**src/rtl/core/icdf_pkg.sv**
```systemverilog
// Shared types and constants for the inverse-CDF table sampler.
package icdf_pkg;

    localparam int unsigned TABLE_DEPTH_DEF = 256;
    localparam int unsigned PROB_BITS_DEF   = 32;

    localparam int unsigned INDEX_W    = 8;
    localparam int unsigned VALUE_W    = 32;
    localparam int unsigned SIZE_REG_W = 9;
    localparam int unsigned CFG_IDX_W  = 1;
    localparam int unsigned CFG_DATA_W = 9;

    // Word commands
    localparam logic CMD_LOAD = 1'b0;
    localparam logic CMD_DRAW = 1'b1;

    // Configuration register indexes
    localparam logic [CFG_IDX_W-1:0] CFG_TABLE_SIZE = 1'b0;
    localparam logic [CFG_IDX_W-1:0] CFG_MISS_MODE  = 1'b1;

    typedef struct packed {
        logic               command;
        logic [INDEX_W-1:0] entry_index;
        logic [VALUE_W-1:0] entry_value;
        logic [VALUE_W-1:0] uniform_draw;
    } t_in_word;

    typedef struct packed {
        logic [INDEX_W-1:0] picked_index;
        logic               no_match;
    } t_out_word;

    // Top level to search sequencer
    typedef struct packed {
        logic start;
        logic take;
        logic miss_mode;
    } t_search_ctrl;

    // Search sequencer to top level
    typedef struct packed {
        logic idle;
        logic done;
    } t_search_stat;

endpackage

```
**src/rtl/core/icdf_search.sv**
```systemverilog
// Lower-bound binary search sequencer: one table read and one compare per cycle while searching.
module icdf_search import icdf_pkg::*; #(
    parameter int unsigned TABLE_DEPTH = TABLE_DEPTH_DEF,
    parameter int unsigned PROB_BITS   = PROB_BITS_DEF,
    localparam int unsigned IDX_W      = $clog2(TABLE_DEPTH),
    localparam int unsigned CNT_W      = $clog2(TABLE_DEPTH + 1)
) (
    input  logic                 i_clk,
    input  logic                 i_rst_n,
    input  t_search_ctrl         i_ctrl,
    input  logic [CNT_W-1:0]     i_size,
    input  logic [PROB_BITS-1:0] i_draw,
    input  logic [PROB_BITS-1:0] i_rdata,
    output logic [IDX_W-1:0]     o_raddr,
    output t_search_stat         o_stat,
    output t_out_word            o_result
);

    typedef enum logic [2:0] {
        S_IDLE   = 3'b001,
        S_SEARCH = 3'b010,
        S_DONE   = 3'b100
    } t_state;

    t_state r_state, n_state;

    logic [CNT_W-1:0]     r_lo, n_lo;
    logic [CNT_W-1:0]     r_hi, n_hi;
    logic [CNT_W-1:0]     r_size;
    logic [IDX_W-1:0]     r_mid;
    logic [PROB_BITS-1:0] r_draw;
    logic                 r_mode;
    t_out_word            r_res, n_res;
    logic [CNT_W:0]       w_sum;
    logic [IDX_W-1:0]     w_mid;

    // Narrowing step on the entry read last cycle
    always_comb begin
        n_lo = r_lo;
        n_hi = r_hi;
        if (i_rdata >= r_draw) begin
            n_hi = CNT_W'(r_mid);
        end else begin
            n_lo = CNT_W'(r_mid) + 1'b1;
        end
        w_sum = {1'b0, n_lo} + {1'b0, n_hi};
        w_mid = IDX_W'(w_sum >> 1);
    end

    // Final answer once the interval closes
    always_comb begin
        n_res = '0;
        if (n_lo < r_size) begin
            n_res.picked_index = INDEX_W'(n_lo);
        end else if (!r_mode) begin
            n_res.picked_index = INDEX_W'(r_size - 1'b1);
        end else begin
            n_res.no_match = 1'b1;
        end
    end

    always_comb begin
        n_state = r_state;
        o_raddr = IDX_W'(i_size >> 1);
        unique case (r_state)
            S_IDLE: begin
                if (i_ctrl.start) begin
                    n_state = S_SEARCH;
                end
            end
            S_SEARCH: begin
                o_raddr = w_mid;
                if (n_lo >= n_hi) begin
                    n_state = S_DONE;
                end
            end
            S_DONE: begin
                if (i_ctrl.take) begin
                    n_state = S_IDLE;
                end
            end
            default: n_state = S_IDLE;
        endcase
    end

    always_ff @(posedge i_clk) begin
        if (!i_rst_n) begin
            r_state <= S_IDLE;
        end else begin
            r_state <= n_state;
        end
    end

    always_ff @(posedge i_clk) begin
        if (r_state == S_IDLE && i_ctrl.start) begin
            r_lo   <= '0;
            r_hi   <= i_size;
            r_size <= i_size;
            r_draw <= i_draw;
            r_mode <= i_ctrl.miss_mode;
            r_mid  <= o_raddr;
        end else if (r_state == S_SEARCH) begin
            r_lo  <= n_lo;
            r_hi  <= n_hi;
            r_mid <= o_raddr;
            r_res <= n_res;
        end
    end

    assign o_stat.idle = (r_state == S_IDLE);
    assign o_stat.done = (r_state == S_DONE);
    assign o_result    = r_res;

    // Assertions
    a_interval_order: assert property (@(posedge i_clk) disable iff (!i_rst_n)
        (r_state == S_SEARCH) |-> (r_lo <= r_hi))
        else $error("search interval inverted");

    a_hi_in_range: assert property (@(posedge i_clk) disable iff (!i_rst_n)
        (r_state == S_SEARCH) |-> (r_hi <= r_size))
        else $error("upper bound beyond table size");

    a_mid_in_interval: assert property (@(posedge i_clk) disable iff (!i_rst_n)
        (r_state == S_SEARCH) |-> (CNT_W'(r_mid) < r_hi))
        else $error("probe outside search interval");

    a_miss_index_zero: assert property (@(posedge i_clk) disable iff (!i_rst_n)
        (r_state == S_DONE && r_res.no_match) |-> (r_res.picked_index == '0))
        else $error("flagged miss with nonzero index");

    a_start_when_idle: assert property (@(posedge i_clk) disable iff (!i_rst_n)
        (r_state == S_IDLE && i_ctrl.start) |=> (r_state == S_SEARCH))
        else $error("draw start not taken");

endmodule

```
**config.mk**
```make
export PLATFORM = sky130hd
export DESIGN_NAME = icdf_search
export DESIGN_NICKNAME = d
export VERILOG_FILES = /design/src/rtl/core/icdf_pkg.sv /design/src/rtl/core/icdf_search.sv
export SDC_FILE = /design/constraint.sdc
export NUM_CORES = 1
export LEC_CHECK = 0
export BUFFER_PORTS_ARGS = -buffer_cell sky130_fd_sc_hd__buf_2
export CORE_MARGIN = 4
export CORE_UTILIZATION = 45
export DETAILED_ROUTE_END_ITERATION = 16
export GPL_TIMING_DRIVEN = 1
export PLACE_DENSITY = 0.8
export SYNTH_ARGS = -nofsm -noshare
export SYNTH_HDL_FRONTEND = slang
export SYNTH_SLANG_ARGS = --single-unit
```
**constraint.sdc**
```tcl
create_clock -name i_clk -period 8.83 [get_ports i_clk]
set_clock_uncertainty 0.15 [all_clocks]
set_input_delay 1.766 -clock i_clk [delete_from_list [all_inputs] [get_ports i_clk]]
set_output_delay 1.766 -clock i_clk [all_outputs]
set_load 0.02 [all_outputs]
```
==> results.md, run 1 <==
* Worst setup startpoint: i_rdata[14]
* Total Wirelength at 10,200 um
* Final routed DRC violation total at 0
* FF-to-FF Start: r_draw[11]$_DFFE_PP_
* Mapped Area at 4700 um^2
* Path length in cells of the critical path at 18
* HP Class: reg2reg
* Reg2reg path depth at 17
* Die width at between 100 and 150 um
* GRT Residual Overflow at 0
* Global-route wire length before repair at 16,200 um
* Wire length on met1 at 4450 um
* Reg clk slew, reported paths at about 0.090 ns
* Simple-Gate Fraction of Synth Area at 9.92%
* Synthesis-to-finish area growth at 18.0%
* Yosys cell types at 45
* Drt wl/cell at roughly 15 um
* Max_slew headroom at 48.3%
* Largest net degree at the start of global routing at 46
* Hold violation count in the final report at 0
* Hold_buf cts at 0
* Main combinational cell family by area after synthesis: adder cells
* CTS Buffer Depth at 2
* Worst Hold Path Cells at 2
* Synth Area in XOR/XNOR at 3.16%
* H-Tree Depth at 3
* Max-cap violation count at 0
* Synth async-reset ratio at 0%
* Proportion of layout cells with a drive suffix above 1 at 23.1%
* Sequence of cells on the critical path: buf_2 > ha_1 > and4_1 > and2_1 > or4b_1 > a31oi_2 > nor2_1 > buf_4 > mux2_2 > ha_1 > fa_1 > a21o_1 > a21o_1 > a21o_1 > a21oi_1 > xnor2_1 > o21ai_0 > buf_2
* Core Area at 10,200 um^2
* Fillers at 907
* Mux cell area share after synthesis at around 5.7%
* CP delay by family, top: compound AO/OA/AOI/OAI gates
* Cts repair resizes at 0
* RSZ-0062 raised after global routing: false
* WP data required at 6.91 ns
* Via count at 3,487
* Worst Path Arrival at 5.88 ns
* Initial Utilization at 46.0%
* Sink Count at 80
* Via density at between 5 and 6
* Total CTS buffers at 9
* Synth Instances at 428
* Critical-path maximum fanout at 17
* Root Driver: clkbuf_8
* Final setup vio count at 0
* Delay of the slowest cell on the worst path at 0.45 ns
* Slowest CP cell: or4b_1
* Number of global-route vias before repair at roughly 3,500
* PortBufs at 96
* Routed wl met3 at roughly 920 um
* Crit start category: primary input
* Router iterations before antenna repair at 5
* Hold Startpoint: r_lo[7]$_SDFFE_PP0P_
* CTS tree: yes
* Commonest non-fill, non-tap cells in the layout: 96 x buf_2, 68 x edfxtp_1, 61 x inv_1
* Power per cell area at approximately 180 nW/um^2
* Final RePlAce weighted congestion at 0.796
* Period utilization at 88.3%
* Io pins at 97
* Most used DFF post-synth: edfxtp_1
* Avg Cell Area, Syn at 11.0 um^2
* CP Buf/Inv Count at 3
* Antenna violation net count after detailed routing at 0
* Post-CTS setup buffer count at 0
* Synth Area in Compound Gates at between 10 and 15%
* Fin crit period at between 7 and 8 ns
* ANT cells at 0
* Pre-CTS setup slack at between 1 and 1.5 ns
* Number of synthesized flops with an enable pin at 68
* CP endpoint kind: output port
* VDD IR max at 0.0000856 V
* Worst-Margin Slew at around 0.77 ns
* Leakage at ~2.7 nW
* Fin Setup TNS at 0 ns
* DRT iter0 DRCs at approximately 180
* Die height at 110 um
* Register area share after synthesis at between 40 and 50%
* Synth warn at 0
* Synthesized Nets at 566
* Nets at between 600 and 700
* WS Path Type: in2out
* Adder-cell share of the synthesized area at between 10% and 20%
* Met2 wire len at 4640 um
* All-Layer GR Usage at 17.2%
* Initial antenna violation count at 0
* Clock Latency Late Sink at 0.35 ns
* Final worst-path setup slack at 1.03 ns
* Status: finished, final reports clean
* Cell repeated most along the worst path: a21o_1
* Core Rows at 37
* Highest Signal Layer: met4
* Final Util at 54.3%
* Fmax at 128 MHz
* Most common cell after layout, fill and taps aside: buf_2
* #FFs+latches synth at 80
* Fin. max-slew vios at 0
* Die area at 12,200 um^2
* Dpl hpwl at 8110 um
-- state kept, by name, indices dropped and copies added, names as in the netlist --
register	count
r_size	9
r_mid	8
r_lo	9
r_hi	9
r_state	3
r_mode	1
o_result	9
r_draw	32
-- where the power goes --
part / switching (mW) / internal (mW)
clock: 0.141 / 0.133
sequential: 0.0117 / 0.445
combinational: 0.140 / 0.102
total: 0.292 / 0.680
-- path summary, 6_finish.rpt --
kind                           endpoint  slack (ns)
setup / recovery             o_raddr[5]        1.03
setup reg to reg  o_result[5]$_DFFE_PP_        3.93
hold / removal     r_lo[7]$_SDFFE_PP0P_        0.32
hold reg to reg    r_lo[7]$_SDFFE_PP0P_        0.32
-- metrics by stage --
| step | hold WS (ns) | cell area (um^2) | cells | total power [mW] |
|---|---|---|---|---|
| floorplan | 0.274 | 4700 | 428 | 0.633 |
| global placement | 0.285 | 5350 | 657 | 0.692 |
| detailed placement | 0.297 | 5350 | 657 | 0.706 |
| CTS | 0.323 | 5550 | 673 | 0.980 |
| global route | 0.343 | 5550 | 673 | 1.04 |
| finish | 0.318 | 5550 | 673 | 0.972 |
-- routing by layer --
metal | track usage (%) | vias to the layer above
met5 | 0 | -
met4 | 5.10 | 0
met3 | 5.53 | 18
met2 | 28.6 | 123
met1 | 21.5 | 1609
li1 | - | 1737
-- layout make-up --
cell class                 instances  area (um^2)  area share, %
multi-input combinational        280         2170           39.0
sequential                        80         2280           41.1
clock buffer                       9          124           2.23
tap                              136          170           3.06
clock inverter                     7         78.8           1.42
timing repair buffer              98          495           8.92
inverter                          63          236           4.26
-- cell families after synthesis --
group | after synthesis
AO/OA/AOI/OAI | 81
XOR/XNOR | 17
AND/OR/NAND/NOR | 96
flip-flops | 80
adder cells (fa/ha/maj) | 60
buffers and inverters | 68
multiplexers | 26
-- worst min-delay path: cells and delay by family, from the launching register on --
kind             cells  cell delay, ns
flip-flops           1            0.34
AND/OR/NAND/NOR      1            0.05
AO/OA/AOI/OAI        1            0.06
-- synthesized netlist by cell type, drive strengths merged, types with 3 or more instances --
cell type  count  share of area [%]
nor2          16                1.3
nor3           9               0.96
mux2i         21                4.5
clkbuf         4               0.32
a21oi         27                2.9
nand2         36                2.9
ha            59                 16
xnor2         13                2.4
and3           4               0.53
nand3          8               0.85
a22o           3               0.56
xor2           4               0.74
and4           3               0.56
nand4          7               0.93
o21a           4               0.64
inv           62                4.9
mux2           5                1.3
o21ai         22                2.3
edfxtp        68                 43
o21bai         4               0.64
a21o           9                1.4
dfxtp         12                5.1
Power figures use the tool's default switching activity.
==> inputs of run 2 (changes only) <==
==> constraint.sdc (replaced) <==
create_clock -name i_clk -period 8.1 [get_ports i_clk]
set_clock_uncertainty 0.15 [all_clocks]
set_input_delay 1.62 -clock i_clk [delete_from_list [all_inputs] [get_ports i_clk]]
set_output_delay 1.62 -clock i_clk [all_outputs]
set_load 0.02 [all_outputs]
==> results.md, run 2 (synthesis results as in run 1) <==
* Cts repair resizes at 0
* Leakage at around 2.7 nW
* Slowest CP cell: fa_1
* Fillers at roughly 900
* Post-CTS setup buffer count at 0
* Final Util at 54.3%
* Most common cell after layout, fill and taps aside: buf_2
* H-Tree Depth at 3
* HP Class: reg2reg
* Final RePlAce weighted congestion at just over 0.8
* Clock Latency Late Sink at 0.36 ns
* Worst Path Arrival at 5.72 ns
* PortBufs at 96
* Die width at 110 um
* Via count at 3,473
* WP data required at 6.33 ns
* R2R setup slack at 3.00 ns
* Core Area at 10,200 um^2
* CP delay by family, top: compound AO/OA/AOI/OAI gates
* Worst-Margin Slew at between 0.8 and 0.9 ns
* Final instance area at 5550 um^2
* Synthesis-to-finish area growth at 18.1%
* Sink Count at 80
* Max FFs per register at 32
* Core Rows at 37
* Fin crit period at 7.49 ns
* Hold_ws at 0.318 ns
* Sequence of cells on the critical path: buf_2 > inv_1 > ha_1 > nand2b_1 > a2111oi_0 > or4b_1 > a31oi_2 > nor2_1 > buf_4 > mux2i_1 > inv_1 > fa_1 > a21o_1 > a21o_1 > a21o_1 > a21oi_1 > o21bai_1 > mux2i_1 > nand2_1 > buf_2
* Dpl hpwl at 8160 um
* Hold Startpoint: r_lo[2]$_SDFFE_PP0P_
* Period utilization at 92.5%
* Nets at 670
* Critical-path maximum fanout at 15
* Number of global-route vias before repair at 3,651
* Max-cap violation count at 0
* Reg-to-Reg End: o_result[5]$_DFFE_PP_
* CP endpoint kind: output port
* Top reg by flops: r_draw
* Worst Hold Path Cells at 2
* Status: finished, final reports clean
* Via density at 5.16
* VDD IR max at 0.000108 V
* Crit start category: primary input
* Final setup vio count at 0
* Antenna violation net count after detailed routing at 0
* FF-to-FF Start: r_draw[0]$_DFFE_PP_
* Fin Setup TNS at 0 ns
* Initial antenna violation count at 0
* Pre-CTS setup slack at 0.669 ns
* ANT cells at 0
* Final worst-path setup slack at 0.610 ns
* Fmax at 134 MHz
* CTS tree: yes
* Io pins at between 90 and 100
* Die height at approximately 110 um
* GRT Residual Overflow at 0
* RSZ-0062 raised after global routing: false
* Commonest non-fill, non-tap cells in the layout: 96 x buf_2, 68 x edfxtp_1, 61 x inv_1
* Pwr Total at 1.08 mW
* All-Layer GR Usage at 18.0%
* Proportion of layout cells with a drive suffix above 1 at 22.3%
* Total CTS buffers at 9
* Hold violation count in the final report at 0
* Worst Hold End: r_lo[2]$_SDFFE_PP0P_
* Hold_buf cts at 0
* Die area at ~12,000 um^2
* Initial Utilization at 46.0%
* Fin. max-slew vios at 0
* Reg2reg path depth at 16
* Cells after DPL at ~660
* WS Path Type: in2out
* Max_slew headroom at 40.0%
* Power per cell area at between 150 and 200 nW/um^2
* CP Buf/Inv Count at 5
* Root Driver: clkbuf_8
* Final non-filler cell total at just under 700
* Placed inst area at approximately 5400 um^2
* Router iterations before antenna repair at 4
* Global-route wire length before repair at ~17,000 um
* Reg clk slew, reported paths at 0.07 ns
* Delay of the slowest cell on the worst path at ~0.45 ns
* Largest net degree at the start of global routing at 45
* CTS Buffer Depth at 2
* Final routed DRC violation total at 0
* Cell repeated most along the worst path: a21o_1
* Drt wl/cell at ~16 um
* DRT iter0 DRCs at 181
* Total Wirelength at between 10,000 and 15,000 um
## run 2: cell count changes in the layout (fill, tap and decap cells not counted)
| cell | change |
|---|---|
| clkinv_2 | +1 |
| clkinvlp_4 | -3 |
| clkinv_1 | +1 |
| bufinv_16 | +1 |
| inv_6 | -2 |
| clkinv_4 | -1 |
| clkbuf_1 | +3 |
## run 2: area by class of cell
type / instances / area, um^2 / area share [%]
Sequential cell: 80 / 2280 / 41.1
Multi-Input combinational cell: 280 / 2170 / 39.0
Timing Repair Buffer: 98 / 495 / 8.92
Inverter: 63 / 236 / 4.26
Tap cell: 136 / 170 / 3.06
Clock buffer: 12 / 135 / 2.43
Clock inverter: 4 / 68.8 / 1.24
## run 2: worst max path at each step
stage          slack (ns)  depth (start not counted)    endpoint         from
2_1_floorplan        0.74                         17  o_raddr[5]   i_rdata[0]
3_3_place_gp         0.81                         19  o_raddr[7]  i_rdata[23]
3_5_place_dp         0.67                         19  o_raddr[7]  i_rdata[23]
4_1_cts              0.62                         19  o_raddr[7]  i_rdata[26]
5_1_grt              0.38                         19  o_raddr[7]  i_rdata[11]
6_report             0.61                         20  o_raddr[7]   i_rdata[0]
## run 2: layer usage
metal,track usage (%),wire [um],vias to the layer above
li1,-,-,1734
met5,0,0,-
met1,21.3,4510,1595
met2,31.1,4860,124
met4,6.16,219,0
met3,5.53,871,20
## run 2: power by group
part | switching, mW | leakage (nW) | total, mW | internal (mW)
combinational | 0.152 | 1.83 | 0.263 | 0.111
clock | 0.143 | 0.102 | 0.315 | 0.173
sequential | 0.0131 | 0.741 | 0.498 | 0.485
total | 0.308 | 2.67 | 1.08 | 0.769
## run 2: worst reg2reg max path: stages, from the launching register on
cell	delay [ns]
edfxtp_1	0.38
ha_1	0.28
nand2b_1	0.14
a2111oi_0	0.39
or4b_1	0.21
a31oi_2	0.13
nor2_1	0.28
buf_4	0.33
mux2i_1	0.31
inv_1	0.15
ha_1	0.32
a21o_1	0.19
a21o_1	0.18
a21oi_1	0.21
o21ai_0	0.23
o41ai_4	0.63
mux2_4	0.35
